==> src/sv/rnc_pkg.sv <==
// ----------------------------------------------------------------------------
// rnc_pkg
// Shared types and codes for the replay nonce cache: opcodes, result status
// codes and the control/status words that pass between the top and the cells.
// ----------------------------------------------------------------------------
`default_nettype none

package rnc_pkg;

  localparam int unsigned HashW  = 64;
  localparam int unsigned StampW = 64;

  // Opcodes (bit 1 set means clear, so code three clears too)
  localparam logic [1:0] OP_CHECK = 2'd0;
  localparam logic [1:0] OP_EVICT = 2'd1;
  localparam logic [1:0] OP_CLEAR = 2'd2;
  localparam logic [1:0] OP_SPARE = 2'd3;

  // Result status codes
  localparam logic [2:0] ST_INSERTED  = 3'd0;
  localparam logic [2:0] ST_REFRESHED = 3'd1;
  localparam logic [2:0] ST_REPLAY    = 3'd2;
  localparam logic [2:0] ST_FULL      = 3'd3;
  localparam logic [2:0] ST_EVICTED   = 3'd4;
  localparam logic [2:0] ST_CLEARED   = 3'd5;

  // Reset time to live: 300 s in microseconds
  localparam logic [63:0] TTL_RESET = 64'd300 * 64'd1000000;

  // Broadcast to every cell
  typedef struct packed {
    logic              check;      // apply a check item this cycle
    logic              evict;      // drop expired entries this cycle
    logic              clear;      // empty the table this cycle
    logic              any_match;  // some cell holds the hash
    logic [HashW-1:0]  hash;
    logic [StampW-1:0] stamp;
    logic [StampW-1:0] ttl;
  } cell_cmd_t;

  // Returned by every cell
  typedef struct packed {
    logic valid;
    logic match;
    logic expired;
  } cell_stat_t;

endpackage

`default_nettype wire

==> src/sv/rnc_cell.sv <==
// ----------------------------------------------------------------------------
// rnc_cell
// One table entry: valid flag, hash and last-accepted time. Compares and
// ages itself against the broadcast word; a free-slot flag ripples along
// the row so that only the lowest free cell takes a new hash.
// ----------------------------------------------------------------------------
`default_nettype none

module rnc_cell
  import rnc_pkg::*;
(
  input  wire logic       clk_i,
  input  wire logic       rst_ni,
  input  wire cell_cmd_t  cmd_i,
  input  wire logic       free_below_i,
  output logic            free_below_o,
  output cell_stat_t      stat_o
);

  logic              valid_q, valid_d;
  logic [HashW-1:0]  hash_q;
  logic [StampW-1:0] time_q;
  logic [StampW-1:0] age;
  logic              expired;
  logic              match;
  logic              take;
  logic              refresh;

  assign age     = cmd_i.stamp - time_q;   // modulo 2^64
  assign expired = (age >= cmd_i.ttl);
  assign match   = valid_q && (hash_q == cmd_i.hash);

  // lowest free cell takes an unknown hash
  assign take         = cmd_i.check && !cmd_i.any_match && !valid_q && !free_below_i;
  assign refresh      = cmd_i.check && match && expired;
  assign free_below_o = free_below_i | ~valid_q;

  always_comb begin
    valid_d = valid_q;
    if (cmd_i.clear) begin
      valid_d = 1'b0;
    end else if (cmd_i.evict && valid_q && expired) begin
      valid_d = 1'b0;
    end else if (take) begin
      valid_d = 1'b1;
    end
  end

  always_ff @(posedge clk_i or negedge rst_ni) begin
    if (!rst_ni) begin
      valid_q <= 1'b0;
    end else begin
      valid_q <= valid_d;
    end
  end

  always_ff @(posedge clk_i) begin
    if (take) begin
      hash_q <= cmd_i.hash;
    end
    if (take || refresh) begin
      time_q <= cmd_i.stamp;
    end
  end

  assign stat_o.valid   = valid_q;
  assign stat_o.match   = match;
  assign stat_o.expired = expired;

endmodule

`default_nettype wire

==> config.mk <==
export PLATFORM = sky130hd
export DESIGN_NAME = rnc_cell
export DESIGN_NICKNAME = d
export VERILOG_FILES = /design/src/sv/rnc_pkg.sv /design/src/sv/rnc_cell.sv
export SDC_FILE = /design/constraint.sdc
export NUM_CORES = 1
export LEC_CHECK = 0
export BUFFER_PORTS_ARGS = -buffer_cell sky130_fd_sc_hd__buf_2
export CAP_MARGIN = 10
export CORE_UTILIZATION = 50
export CTS_CLUSTER_DIAMETER = 50
export DETAILED_ROUTE_END_ITERATION = 12
export GPL_ROUTABILITY_DRIVEN = 1
export PLACE_DENSITY = 0.85
export SLEW_MARGIN = 10
export SYNTH_ARGS = -nofsm -noshare
export SYNTH_HDL_FRONTEND = slang
export SYNTH_SLANG_ARGS = --single-unit
==> constraint.sdc <==
create_clock -name clk_i -period 8.7 [get_ports clk_i]
set_input_delay 0.87 -clock clk_i [delete_from_list [all_inputs] [get_ports clk_i]]
set_output_delay 0.87 -clock clk_i [all_outputs]
set_load 0.05 [all_outputs]
# Word-level counts from Yosys, hierarchy flattened
# Cells that the tools add are included.
# op_classes
bitwise	2
magnitude_cmp	1
reduce_logical	13
n_eq_ne	1
n_addsub	1
n_mux	3
# op_table
cell	count
$eq A64 B64 Y1	1
$ge A64 B64 Y1	1
$sub A64 B64 Y64	1
$logic_and A1 B1 Y1	8
$logic_not A1 Y1	3
$mux W1	3
$reduce_bool A3 Y1	1
$logic_or A1 B1 Y1	1
$not A1 Y1	1
$or A1 B1 Y1	1
# totals
out_inout_bits	4
ff_bits	129
input_bits	199
word_cells	24

# Depth between registers and ports, before layout
# logic_depth
word_depth	7
depth_mapped	24
mapped_depth_nobuf	24

# Least setup slack after synthesis
# No wires, ideal clock.
# synth_timing
path_kind	input to register
start	input cmd_i[192] (netlist bit)
end	register time_q[0] (enable)
required_ns	8.302
setup_ns	0.398
arrival_ns	9.155
n_path_buf	0
path_slack_ns	-0.853
stages	2
cell_sequence	nor4b_1 > a31o_2
# synth_between
elab_chain_len	5
# synth_lines
element	line	text
start, declared	rnc_cell.sv:14	input wire cell_cmd_t cmd_i,
$logic_not A1 Y1	rnc_cell.sv:34	assign take = cmd_i.check && !cmd_i.any_match && !valid_q && !free_below_i;
$logic_and A1 B1 Y1 (3 in a row)	rnc_cell.sv:34	
$logic_or A1 B1 Y1	rnc_cell.sv:61	if (take || refresh) begin
end signal, assigned	rnc_cell.sv:62	time_q <= cmd_i.stamp;
end, declared	rnc_cell.sv:22	logic [StampW-1:0] time_q;
# No other way between the ends.
# A chain may end at the register's enable or synchronous reset.

==> flow_metrics.tcl <==
set metrics [dict create \
    status "completed" \
    cts_hold_buf 0 \
    seqPwrFrac_pct 36.8 \
    syn_inst 1068 \
    drt-total-wl_mm 26.2 \
    gr-total-overflow 0 \
    cp-end-kind "output port" \
    route.vias.total 8825 \
    seq_area_frac_synth_pct 37.5 \
    htree_levels 4 \
    die_area_um2 21200 \
    final_nets 1589 \
    cp.required_ns 7.83 \
    rsz0062_at_grt "no" \
    worstPathArrival_ns 5.90 \
    cp_max_fo 3 \
    fin_setup_tns_ns 0 \
    grt_pass1_vias 8758 \
    holdCritPathClass "in2async" \
    fin_skew_ns 0.0179 \
    layout_common_cells "buf_2 (202), inv_1 (164), edfxtp_1 (128)" \
    setup_viol 0 \
    port_buffers 202 \
    slowest_delay_ns 0.46 \
    synthTopCellsByArea "edfxtp_1 (37%), ha_1 (15%), inv_1 (6.0%)" \
    grt_max_degree 68 \
    path_class "in2out" \
    synth_edf_count 128 \
    cts_sinks 129 \
    synth_top_area_share_pct 37.3 \
    post-route-period-util_pct 77.8 \
    worst_setup_path_start_kind "input port" \
    holdWs_ns 0.214 \
    clkPwrFrac_pct 38.3 \
    slowest_stage "nor4_1" \
    yosysTopAreaCell "edfxtp_1" \
    ys.flop_type "edfxtp_1" \
    numCtsBuffers 17 \
    drive_gt1_share_pct 20.3 \
    grt_pass1_wl_mm 42.5 \
    hpwl_mm 21.0 \
    pwr-share-comb_pct 24.9 \
    grt_usage_pct 25.4 \
    internal-power_w 0.00137 \
    fmax_mhz 148 \
    syn_to_final_growth_pct 17.5 \
    clk_pin_slew_worst_paths_ns 0.06 \
    powerDensity_nw_per_um2 160 \
    wl_per_cell_um 16.9 \
    synthDistinctLibCells 73 \
    gp_congestion 0.936 \
    detail-route-antenna-nets 0 \
    finalHoldViolCount 0 \
    rows 52 \
    p_leak_nw 5.70 \
    clk_latency_ns 0.43 \
    max-cap-violations 0 \
    avgViaCountPerCell 5.71 \
    slew_violations 0 \
    drc 0 \
    drtIter0Drc 537 \
    cts_root_buffer "clkbuf_16" \
    core-area_um2 20200 \
    die_w_um 146 \
    peakVddDrop_mv 0.126 \
    multi_input_area_um2 5660 \
    nFillCells 1712 \
    switching_share_pct 29.4 \
    maxSlewHeadroom_pct 45.5 \
    worst_pin_slew_ns 0.818 \
    p_switching_w 0.000571 \
    antenna_found_initial 2 \
    syn_nets 1395 \
    seqCellArea_um2 3870 \
    syn_area_um2 10300 \
    ios 203 \
    layout_commonest_cell "buf_2" \
    start_util_pct 50.9 \
    post_cts_resized 0 \
    syn_area_per_cell_um2 9.65 \
    ys_warn_count 0 \
    dieHeight_um 146 \
    fin_crit_ns 6.77 \
    async_flop_share_pct 0.775 \
    firstDrtPassIters 6 \
    postCtsSetupBuffers 0 \
    synth_seq_cells 129 \
    cts_tree "built" \
    crit_chain "buf_2, inv_1, ha_1, inv_1, fa_1, a211oi_2, nor4b_2, nor4b_1, o211ai_1, o311ai_1, o21ai_2, a22oi_1, nor2b_1, o41ai_2, xor2_1, ha_1, nand4_1, nor4_1, nand3_1, nor3_1, a21oi_1, o2111ai_1, a31o_2, buf_2" \
    clockBufferDepth 2 \
]
[registers in the layout, indices dropped and copies added, names as in the netlist]
name and cells:
hash_q 64, time_q 64, valid_q 1
[logic make-up (layout without fill, tap and decap cells)]
family                     Yosys count  count (layout)  share of synthesized area (%)
AOI/OAI and AO/OA                  292             292                           19.0
and+or+nand+nor                    218             218                           11.0
buffers and inverters              193             399                           7.70
DFF                                129             129                           37.5
adders and majority gates          128             128                           15.6
xor gates and xnor gates           106             106                           9.01
muxes                                2               2                          0.194
other                                0               1                              0
[cell usage after synthesis (all sizes together), types with 7 or more instances]
cell	n
xor2	38
nand4	37
ha	127
nor3	13
nor2	39
nor4	10
a21o	56
nor2b	10
clkbuf	17
a31oi	8
a211oi	14
o21ai	47
xnor2	68
o21bai	16
and3	8
a21oi	94
buf	11
nand2	56
o22ai	7
o211ai	7
nand2b	7
inv	164
nand3	18
edfxtp	128
[critical path: cells and delay by family]
kind / cells / cell delay, ns
AO/OA/AOI/OAI: 9 / 1.58
XOR/XNOR: 1 / 0.16
adder cells (fa/ha/maj): 3 / 0.90
buffers and inverters: 4 / 0.52
AND/OR/NAND/NOR: 7 / 1.86
[final cells by class]
type,count,area share (%)
Timing Repair Buffer,204,8.47
Antenna cell,1,0.0207
Clock inverter,14,1.48
Tap cell,270,2.79
Multi-Input combinational cell,746,46.7
Inverter,164,5.08
Clock buffer,17,3.51
Sequential cell,129,31.9
[power groups by stage]
stage	logic [W]	clock network, W	registers (W)
floorplan	0.000331	0	0.000726
global placement	0.000458	0	0.000725
detailed placement	0.000473	0	0.000726
CTS	0.000479	0.000756	0.000713
global route	0.000538	0.000783	0.000715
finish	0.000483	0.000744	0.000713
[per-layer routing]
metal  vias up  global-route usage (%)  wire length, um
met4         4                    10.4              888
li1       4252                       -                -
met3        70                    5.83             1980
met2       409                    41.1            11900
met5         -                       0               21
met1      4090                    32.9            11400
[path summary, 6_finish.rpt]
kind / from / to / slack (ns) / cells after the start
setup / recovery: cmd_i[64] / stat_o[0] / 1.93 / 24
hold / removal: rst_ni / valid_q$_DFFE_PN0P_ / 0.21 / 1
setup reg to reg: time_q[0]$_DFFE_PP_ / time_q[44]$_DFFE_PP_ / 2.24 / 23
hold reg to reg: valid_q$_DFFE_PN0P_ / valid_q$_DFFE_PN0P_ / 0.73 / 2
max in group asynchronous: rst_ni / valid_q$_DFFE_PN0P_ / 8.40 / 1
min in group clk_i: cmd_i[91] / time_q[27]$_DFFE_PP_ / 0.64 / 1
[through the flow]
step	instance area [um2]	setup slack (ns)	utilization [%]	cells	total power, W
final	12100	1.93	59.9	1545	0.00194
after floorplan	10300	2.46	-	1068	0.00106
after global placement	11500	1.84	56.9	1513	0.00118
after CTS	12100	1.90	59.9	1544	0.00195
after detailed placement	11500	1.46	56.9	1513	0.00120
after global routing	12100	1.51	59.9	1544	0.00203
Note: power is estimated with default switching activity, not from simulation.
