`config.mk`:
```
export PLATFORM = sky130hd
export DESIGN_NAME = rnc_popcount
export DESIGN_NICKNAME = d
export VERILOG_FILES = /design/src/sv/rnc_popcount.sv
export SDC_FILE = /design/constraint.sdc
export NUM_CORES = 1
export LEC_CHECK = 0
export BUFFER_PORTS_ARGS = -buffer_cell sky130_fd_sc_hd__buf_2
export CORE_AREA = 5 5 77 79
export CTS_BUF_LIST = sky130_fd_sc_hd__clkbuf_4 sky130_fd_sc_hd__clkbuf_8
export DETAILED_ROUTE_END_ITERATION = 12
export DIE_AREA = 0 0 82 84
export PLACE_DENSITY = 0.81
export SYNTH_ARGS = -nofsm -noshare
export SYNTH_HDL_FRONTEND = slang
export SYNTH_SLANG_ARGS = --single-unit
```
`constraint.sdc`:
```
create_clock -name clk_i -period 5.7 [get_ports clk_i]
set_input_delay 0.57 -clock clk_i [delete_from_list [all_inputs] [get_ports clk_i]]
set_output_delay 0.57 -clock clk_i [all_outputs]
set_load 0.02 [all_outputs]
```
`src/sv/rnc_popcount.sv`:
```
// ----------------------------------------------------------------------------
// rnc_popcount
// Counts valid cells through a registered two-level tree: groups of eight
// are counted and registered, the group counts are summed behind them.
// ----------------------------------------------------------------------------
`default_nettype none

module rnc_popcount #(
  parameter int unsigned DEPTH = 64
) (
  input  wire logic                         clk_i,
  input  wire logic [DEPTH-1:0]             valid_i,
  output logic [$clog2(DEPTH+1)-1:0]        count_o
);

  localparam int unsigned CW = $clog2(DEPTH + 1);
  localparam int unsigned NG = (DEPTH + 7) / 8;
  localparam int unsigned PW = NG * 8;

  logic [PW-1:0] padded;
  logic [3:0]    groups_d [NG];
  logic [3:0]    groups_q [NG];

  assign padded = PW'(valid_i);

  always_comb begin
    for (int g = 0; g < NG; g++) begin
      groups_d[g] = 4'd0;
      for (int b = 0; b < 8; b++) begin
        groups_d[g] = groups_d[g] + 4'(padded[g*8+b]);
      end
    end
  end

  always_ff @(posedge clk_i) begin
    groups_q <= groups_d;
  end

  always_comb begin
    count_o = '0;
    for (int g = 0; g < NG; g++) begin
      count_o = count_o + CW'(groups_q[g]);
    end
  end

endmodule

`default_nettype wire

```
* After elaboration in Yosys (flattened, before gate mapping)
Cells that the tools add are included.
** Storage, ports and cells
- RAM bits :: 0
- Output and inout bits :: 7
- Input bits :: 65
- Memory bits (read-only) :: 0
- Logic and storage cells :: 71
- Memories kept :: 0
- Bits in registers :: 32
- Bits in latches :: 0
** Operators by class
- Muxes and demuxes :: 0
- Div/mod/pow operators :: 0
- $lt $le $gt $ge :: 0
- Reductions and logical operators :: 0
- Eq/ne operators :: 0
- $mul :: 0
- $add $sub $neg :: 63
- Bitwise gates (word level) :: 0
- Shifts and indexed selects :: 0
** Operator list (number)
- $add A4 B1 Y4 :: 32
- $add A3 B1 Y4 :: 8
- $add A7 B4 Y7 :: 4
- $add A2 B1 Y3 :: 8
- $add A1 B1 Y2 :: 8
- $add A6 B4 Y7 :: 1
- $add A5 B4 Y6 :: 1
- $add A4 B4 Y5 :: 1

* Longest topological paths before layout
Gate-level depths: netlist of the first run.
- Depth after elaboration :: 7
- Depth in mapped cells :: 14
- Mapped depth without buffers :: 14

* Worst setup path after synthesis of the first run
OpenSTA, ideal clock, no wires.
- Kind :: register to output
- From :: register groups_q[2] in the netlist's numbering
- To :: output count_o[4]
- Data arrival time :: 3494 ps
- Setup slack :: 1636 ps
- Path buffers :: 0
- Required time :: 5130 ps
- Stages on the path, launching flop included :: 13
- Cells stage by stage :: dfxtp_1 -> inv_1 -> fa_1 -> inv_1 -> fa_1 -> fa_1 -> inv_1 -> fa_1 -> inv_1 -> ha_1 -> inv_1 -> fa_1 -> xnor2_1
** Between the ends
- Word-level cells in the longest chain between the ends :: 1
** RTL lines
- start: declaration :: RTL line 22 : logic [3:0] groups_q [NG];
- start signal: assignment :: RTL line 36 : groups_q <= groups_d;
- $add A7 B4 Y7 :: RTL line 42 : count_o = count_o + CW'(groups_q[g]);
- end: declaration :: RTL line 13 : output logic [$clog2(DEPTH+1)-1:0] count_o
Every way passes these cells.

* Final worst setup path of the first run
- From :: register groups_q[2] in the netlist's numbering
- To :: output count_o[6]
The elaborated chain is that of the path after synthesis.

==> flow_summary.ini, run 1 <==
[outcome]
status = finished, final reports clean

[cts]
total_of_hold_buffers_inserted_after_clock_tree_synthesis = 0
post_cts_buffers = 0
cts_buffers = 5
cts_htree_levels = 2
cts_num_sinks = 32
clock-root-buffer = clkbuf_8
clk_pin_slew_worst_paths_ns = 0.07
cts_tree = done
maximum_count_of_clock_buffers_along_a_single_path = 2
cts.repair.resized = 0

[finish]
n_antenna_cell = 0
largest_registers = groups_q: 32 flops
areaGrowthSynthToFinish_pct = 19.3
post-route-util_pct = 62.4
fin_nets = 489
largest_register_ffs = 32
layout_cells_sized_above_1_pct = 23.6
registers.top_by_ff_count = groups_q

[sta]
post-route-min-period_ns = 4.51
final_hold_viol_count = 0
maxSlewHeadroom_pct = 89.2
sum_neg_setup_slack_ns = 0
grt_setup_unrepaired = false
worst-slew-pin-transition_ns = 0.160
setup_violations = 0
layout_worst_path_cycle_share_pct = 79.1
report.final.slew_viol_count = 0
max_clock_freq_ghz = 0.222

[global_routing]
grt.overflow.total = 0
antenna_found_initial = 0
first_global_vias = 2034
pin_count_of_the_biggest_net_entering_global_routing = 12
global_route_wire_length_before_repair_um = 8000
overall_global_routing_usage_pct = 15.1

[detailed_routing]
dr.pass1.iters = 4
detailroute.via_count = 1772
met2WireLength_um = 2630
maxUsedRoutingLayer = met4
drcViolationCount = 0
finalWirelength_um = 4490
route.layer.met1.wl_um = 1560
postRouteAntennaNets = 0
drt-wirelength-per-cell_um = 10.9
route.met3.wl_um = 251
drt_iter0_markers = 18
viasPerCell = 4.31

[die]
pin_count = 72
coreArea_um2 = 5270
die_area_um2 = 6890
floorplan.initialDensity_pct = 52.3
die_height_um = 84
die_width_um = 82
rows = 27

[critical_path]
required_ns = 5.13
worstSetupPathType = flip-flop to primary output
cp_max_fo = 2
crit_path_start = groups_q[2]
critical_path.startpoint_type = flip-flop
worst-endpoint-arrival_ns = 3.94
timing.critical_path.to_type = primary output

[synth]
synth_top_area_share_pct = 39.9
netlist_instances = 260
yosys_warnings = 0
seq_area_frac_synth_pct = 23.2
count_of_unique_library_cells_instantiated_by_yosys = 12
netlist.top_cell.by_area = fa_1
ys_ff_latch = 32
synthesis.area_um2 = 2760
post_synth.cell_area_avg_um2 = 10.6
synth_area_leaders = fa_1 (40%), dfxtp_1 (23%), inv_1 (15%), ha_1 (14%), xor2_1 (2.2%)
synth.net_count = 411

[min_path]
hold_path_end = groups_q[0]
hold_path_depth = 2
hold_start = valid_i[58]
holdCritPathClass = input port to flip-flop

[place]
post-dp-hpwl_um = 4200
place.gp.congestion = 0.785
buffer_ports.inserted = 71

[run]
max_cap_viol_count = 0
==> stage by stage <==
| step | area (um^2) | cells | worst slack [ns] | hold slack (ns) |
|---|---|---|---|---|
| 2_1_floorplan | 2760 | 260 | 1.64 | 0.700 |
| 3_3_place_gp | 3200 | 403 | 1.57 | 0.796 |
| 3_5_place_dp | 3200 | 403 | 1.47 | 0.795 |
| 4_1_cts | 3290 | 411 | 1.15 | 0.496 |
| 5_1_grt | 3290 | 411 | 0.984 | 0.504 |
| 6_report | 3290 | 411 | 1.19 | 0.501 |
==> cell families after synthesis <==
| family | share of synthesized area (%) |
|---|---|
| AO/OA/AOI/OAI | 2.22 |
| XOR/XNOR | 3.18 |
| adder cells (fa/ha/maj) | 54.0 |
| buffers and inverters | 15.1 |
| flip-flops | 23.2 |
| AND/OR/NAND/NOR | 2.27 |
==> cell usage after synthesis, drive strengths merged <==
cell type and instances:
nand2b 1, o21ai 1, nor2b 9, inv 111, xnor2 3, fa 55, dfxtp 32, ha 31
a21o 1, a21oi 9, xor2 7
==> metal layers <==
| layer | track usage [%] | up-vias |
|---|---|---|
| li1 | - | 866 |
| met1 | 15.6 | 864 |
| met2 | 29.3 | 38 |
| met3 | 2.81 | 4 |
| met4 | 4.53 | 0 |
| met5 | 0 | - |
==> worst max-delay path by stage <==
stage | end | slack (ns) | cells after the start
after CTS | count_o[6] | 1.15 | 15
after global placement | count_o[6] | 1.57 | 15
final | count_o[6] | 1.19 | 15
after global routing | count_o[6] | 0.98 | 15
after detailed placement | count_o[6] | 1.47 | 15
after floorplan | count_o[4] | 1.64 | 12
==> placed cells by master (no fill, tap or decap) <==
| master | n |
|---|---|
| a21o_1 | 1 |
| a21oi_1 | 8 |
| a21oi_2 | 1 |
| buf_2 | 71 |
| clkbuf_8 | 5 |
| clkinv_2 | 2 |
| clkinv_4 | 1 |
| dfxtp_1 | 32 |
| fa_1 | 55 |
| ha_1 | 31 |
| inv_1 | 111 |
| nand2b_1 | 1 |
| nor2b_1 | 9 |
| o21ai_0 | 1 |
| xnor2_1 | 3 |
| xor2_1 | 7 |
==> critical path, stage by stage (launching register included) <==
cell and delay [ns]:
dfxtp_1 0.31, inv_1 0.05, fa_1 0.53, inv_1 0.06
fa_1 0.51, fa_1 0.55, inv_1 0.06, fa_1 0.47
inv_1 0.07, ha_1 0.17, inv_1 0.06, fa_1 0.39
nor2b_1 0.12, o21ai_0 0.08, nand2b_1 0.08, buf_2 0.16
==> final cells by class <==
cell class | instances | area, um^2
Inverter | 111 | 417
Clock inverter | 3 | 18.8
Sequential cell | 32 | 641
Tap cell | 72 | 90.1
Multi-Input combinational cell | 117 | 1700
Clock buffer | 5 | 68.8
Timing Repair Buffer | 71 | 355
Fill cell | 453 | 1980
Power of run 1 is not shown: default switching activity piles up to over one toggle a cycle in this logic, so the estimate is an artifact.
==> run 2, diff against run 1 <==
Clock period 5.7 ns to 4.4 ns, I/O delays scaled along.
==> run 2 against run 1 <==
Non-clock buffer count stayed put; die area stayed put; critical path depth stayed put; critical endpoint unchanged.
==> flow_summary.ini, run 2 (same netlist as run 1, synthesis figures left out) <==
[outcome]
status = finished, final reports clean

[cts]
clk_pin_slew_worst_paths_ns = 0.07
maximum_count_of_clock_buffers_along_a_single_path = 2
total_of_hold_buffers_inserted_after_clock_tree_synthesis = 0
cts_buffers = 5
cts_num_sinks = 32
cts_htree_levels = 2
clock-root-buffer = clkbuf_8
cts_tree = done

[sta]
report.final.slew_viol_count = 0
worst-slew-pin-transition_ns = 0.164
max_clock_freq_ghz = 0.236
post-route-min-period_ns = 4.23
sum_neg_setup_slack_ns = 0
final_hold_viol_count = 0
maxSlewHeadroom_pct = 89.1
finalWorstSetupSlack_ns = 0.170
layout_worst_path_cycle_share_pct = 96.1
whs_ns = 0.371
grt_setup_unrepaired = false
setup_violations = 0

[critical_path]
cpMaxStageDelayCell = fa_1
worst-endpoint-arrival_ns = 3.79
required_ns = 3.96
cp_common_cell = fa_1
slowest_delay_ns = 0.54
worstSetupPathType = flip-flop to primary output
timing.critical_path.to_type = primary output
critical_path.startpoint_type = flip-flop
series_of_cell_instances_along_the_critical_path = inv_1 -> fa_1 -> inv_1 -> fa_1 -> fa_1 -> inv_2 -> fa_1 -> inv_1 -> ha_2 -> inv_2 -> fa_2 -> nor2b_1 -> o21ai_1 -> nand2b_1 -> buf_6
cp_max_fo = 2

[finish]
multi_input_comb_area_um2 = 1710
n_antenna_cell = 0
fill_cells = 452
registers.top_by_ff_count = groups_q
largest_register_ffs = 32
largest_registers = groups_q: 32 flops
register_area_um2 = 641
mostFrequentLayoutCells = inv_1 (109), buf_2 (70), fa_1 (54), dfxtp_1 (32), ha_1 (30)
fin_nets = 489
areaGrowthSynthToFinish_pct = 19.7
stdcell_count = 411
layout_cells_sized_above_1_pct = 24.8
most_common_cell_after_layout_fill_and_taps_aside = inv_1

[detailed_routing]
drt-wirelength-per-cell_um = 11.0
drt_iter0_markers = 15
drcViolationCount = 0
detailroute.via_count = 1770
finalWirelength_um = 4510
dr.pass1.iters = 4
postRouteAntennaNets = 0
viasPerCell = 4.31

[global_routing]
first_global_vias = 2034
overall_global_routing_usage_pct = 15.1
antenna_found_initial = 0
global_route_wire_length_before_repair_um = 8000
grt.overflow.total = 0
pin_count_of_the_biggest_net_entering_global_routing = 12

[die]
die_width_um = 82
floorplan.initialDensity_pct = 52.3
die_area_um2 = 6890
pin_count = 72
die_height_um = 84
rows = 27
coreArea_um2 = 5270

[place]
number_of_instances_in_the_placed_design = 403
place.gp.congestion = 0.785
buffer_ports.inserted = 71
dp_worst_setup_slack_ns = 0.303
post-dp-hpwl_um = 4200

[run]
max_cap_viol_count = 0

[min_path]
holdCritPathClass = input port to flip-flop
[run 2: changes by cell type in the layout (fill, tap and decap cells not counted)]
cell,previous run,this run
inv_1,111,109
inv_2,0,2
buf_2,71,70
buf_6,0,1
fa_1,55,54
fa_2,0,1
ha_1,31,30
ha_2,0,1
o21ai_0,1,0
o21ai_1,0,1
[run 2: worst max-delay path, delay by kind of cell, from the launching register on]
family	cells	cell delay (ns)
AOI/OAI and AO/OA	1	0.07
adders and majority gates	6	2.54
DFF	1	0.31
and+or+nand+nor	2	0.21
buffers and inverters	6	0.38
[run 2: path summary, 6_finish.rpt]
check / from / end / slack, ns / cells after the start
worst max-delay path: groups_q[14] / count_o[6] / 0.17 / 15
worst min-delay path: valid_i[58] / groups_q[0] / 0.37 / 2
[run 2: final cells by class]
cell class | instances | area share [%]
sequential | 32 | 19.4
clock buffer | 5 | 2.08
clock inverter | 3 | 0.568
multi-input combinational | 117 | 51.6
tap | 72 | 2.73
timing repair buffer | 71 | 11.0
inverter | 111 | 12.6
[run 2: layer usage]
layer,share of wire [%],global-route usage [%],vias to the layer above,wire length [um]
met5,0,0,-,0
met4,1.2,4.53,0,54
met3,5.4,2.81,4,244
met1,35,15.6,862,1560
met2,59,29.3,38,2660
li1,-,-,866,-
[run 2: per-stage QoR]
stage / cell area (um^2) / utilization [%]
finish: 3300 / 62.7
global route: 3300 / 62.7
global placement: 3200 / 60.8
floorplan: 2760 / -
detailed placement: 3200 / 60.8
CTS: 3290 / 62.5
[run 2: repair_timing]
action	in CTS	in global routing
endpoints found under the hold margin	0	0
endpoints found under the setup margin	1	4
setup buffers	0	0
gates resized for setup	1	6
pin swaps	0	5
Power of run 2 is left out for the same reason.
==> run 3, diff against run 2 <==
Settings changed: CELL_PAD_IN_SITES_DETAIL_PLACEMENT from default to 1, CELL_PAD_IN_SITES_GLOBAL_PLACEMENT from default to 1, CORE_AREA 5 5 77 79 to 5 5 88 90, DIE_AREA 0 0 82 84 to 0 0 93 95, PLACE_DENSITY 0.81 to default, PLACE_DENSITY_LB_ADDON from default to 0.1.
==> run 3 against run 2 <==
Global-route usage fell by 2.8 points; sequential share of layout area decreased by 0.18 points; flip-flop and latch count did not move; fmax grew 0.48%; clock-buffer cell count is 1 higher; core utilization down 15 points; design area rose by 1.1%; worst hold slack improved by 0.012 ns.
==> flow_summary.ini, run 3 (same netlist as run 1, synthesis figures left out) <==
[global_routing]
overall_global_routing_usage_pct = 12.3
grt.overflow.total = 0
pin_count_of_the_biggest_net_entering_global_routing = 11
first_global_vias = 2028
antenna_found_initial = 0
global_route_wire_length_before_repair_um = 8410

[sta]
layout_worst_path_cycle_share_pct = 95.7
setup_violations = 0
max_clock_freq_ghz = 0.238
sum_neg_setup_slack_ns = 0
grt_setup_unrepaired = false
final_hold_viol_count = 0
report.final.slew_viol_count = 0
post-route-min-period_ns = 4.21
worst-slew-pin-transition_ns = 0.167
maxSlewHeadroom_pct = 88.8

[cts]
total_of_hold_buffers_inserted_after_clock_tree_synthesis = 0
clk_pin_slew_worst_paths_ns = 0.06
maximum_count_of_clock_buffers_along_a_single_path = 2
cts.repair.resized = 0
clock-root-buffer = clkbuf_8
cts_tree = done
cts_buffers = 5
cts_num_sinks = 32
cts_htree_levels = 2
post_cts_buffers = 0

[finish]
registers.top_by_ff_count = groups_q
fill_cells = 829
mostFrequentLayoutCells = inv_1 (111), buf_2 (70), fa_1 (54), dfxtp_1 (31), ha_1 (30)
layout_cells_sized_above_1_pct = 24.5
register_area_um2 = 642
n_antenna_cell = 0
largest_register_ffs = 32
largest_registers = groups_q: 32 flops
areaGrowthSynthToFinish_pct = 21.1
most_common_cell_after_layout_fill_and_taps_aside = inv_1
multi_input_comb_area_um2 = 1710
fin_nets = 489

[die]
rows = 31
die_height_um = 95
die_width_um = 93
pin_count = 72
floorplan.initialDensity_pct = 39.5
coreArea_um2 = 6980
die_area_um2 = 8840

[detailed_routing]
postRouteAntennaNets = 0
detailroute.via_count = 1786
drt_iter0_markers = 8
drt-wirelength-per-cell_um = 11.2
drcViolationCount = 0
viasPerCell = 4.24
finalWirelength_um = 4720
dr.pass1.iters = 3

[critical_path]
cpMaxStageDelayCell = fa_1
series_of_cell_instances_along_the_critical_path = fa_1 -> inv_1 -> fa_1 -> fa_1 -> fa_1 -> inv_1 -> ha_1 -> a21o_1 -> a21oi_2 -> xnor2_1 -> buf_2
cp_common_cell = fa_1
critical_path.startpoint_type = flip-flop
worst-endpoint-arrival_ns = 3.77
slowest_delay_ns = 0.56
crit_path_start = groups_q[3]
timing.critical_path.to_type = primary output
critPathBufInv = 3
worstSetupPathType = flip-flop to primary output
required_ns = 3.96
cp_max_fo = 2
crit_family = adder cells

[place]
buffer_ports.inserted = 71
place.gp.congestion = 0.763
post-dp-hpwl_um = 4380

[min_path]
holdCritPathClass = input port to flip-flop
hold_path_depth = 2
hold_path_end = groups_q[24]
hold_start = valid_i[10]

[run]
max_cap_viol_count = 0

[outcome]
status = finished, final reports clean
run 3: layout make-up:
| class | instances | area share [%] |
|---|---|---|
| Multi-Input combinational cell | 117 | 51.1 |
| Sequential cell | 32 | 19.2 |
| Inverter | 111 | 12.5 |
| Timing Repair Buffer | 71 | 10.8 |
| Tap cell | 82 | 3.07 |
| Clock buffer | 6 | 2.29 |
| Clock inverter | 2 | 1.05 |
run 3: per-layer routing:
| layer | routed length (um) | vias up | global-route usage, % |
|---|---|---|---|
| li1 | - | 866 | - |
| met1 | 1810 | 877 | 13.5 |
| met2 | 2660 | 39 | 23.5 |
| met3 | 215 | 4 | 3.03 |
| met4 | 46 | 0 | 3.05 |
| met5 | 0 | - | 0 |
run 3: how the worst max path moves through the flow:
stage / endpoint / cells after the start
4_1_cts: count_o[6] / 15
3_5_place_dp: count_o[6] / 15
5_1_grt: count_o[6] / 15
2_1_floorplan: count_o[4] / 12
6_report: count_o[5] / 11
3_3_place_gp: count_o[6] / 15
run 3: per-stage QoR:
stage | hold slack, ns | util (%) | std cells | setup slack [ns] | instance area (um^2)
after floorplan | 0.570 | - | 260 | 0.466 | 2760
after global placement | 0.664 | 46.1 | 413 | 0.376 | 3220
after detailed placement | 0.666 | 46.1 | 413 | 0.329 | 3220
after CTS | 0.377 | 47.7 | 421 | 0.0111 | 3330
after global routing | 0.381 | 47.8 | 421 | 0.00122 | 3340
final | 0.383 | 47.8 | 421 | 0.190 | 3340
Power of run 3 is left out for the same reason.
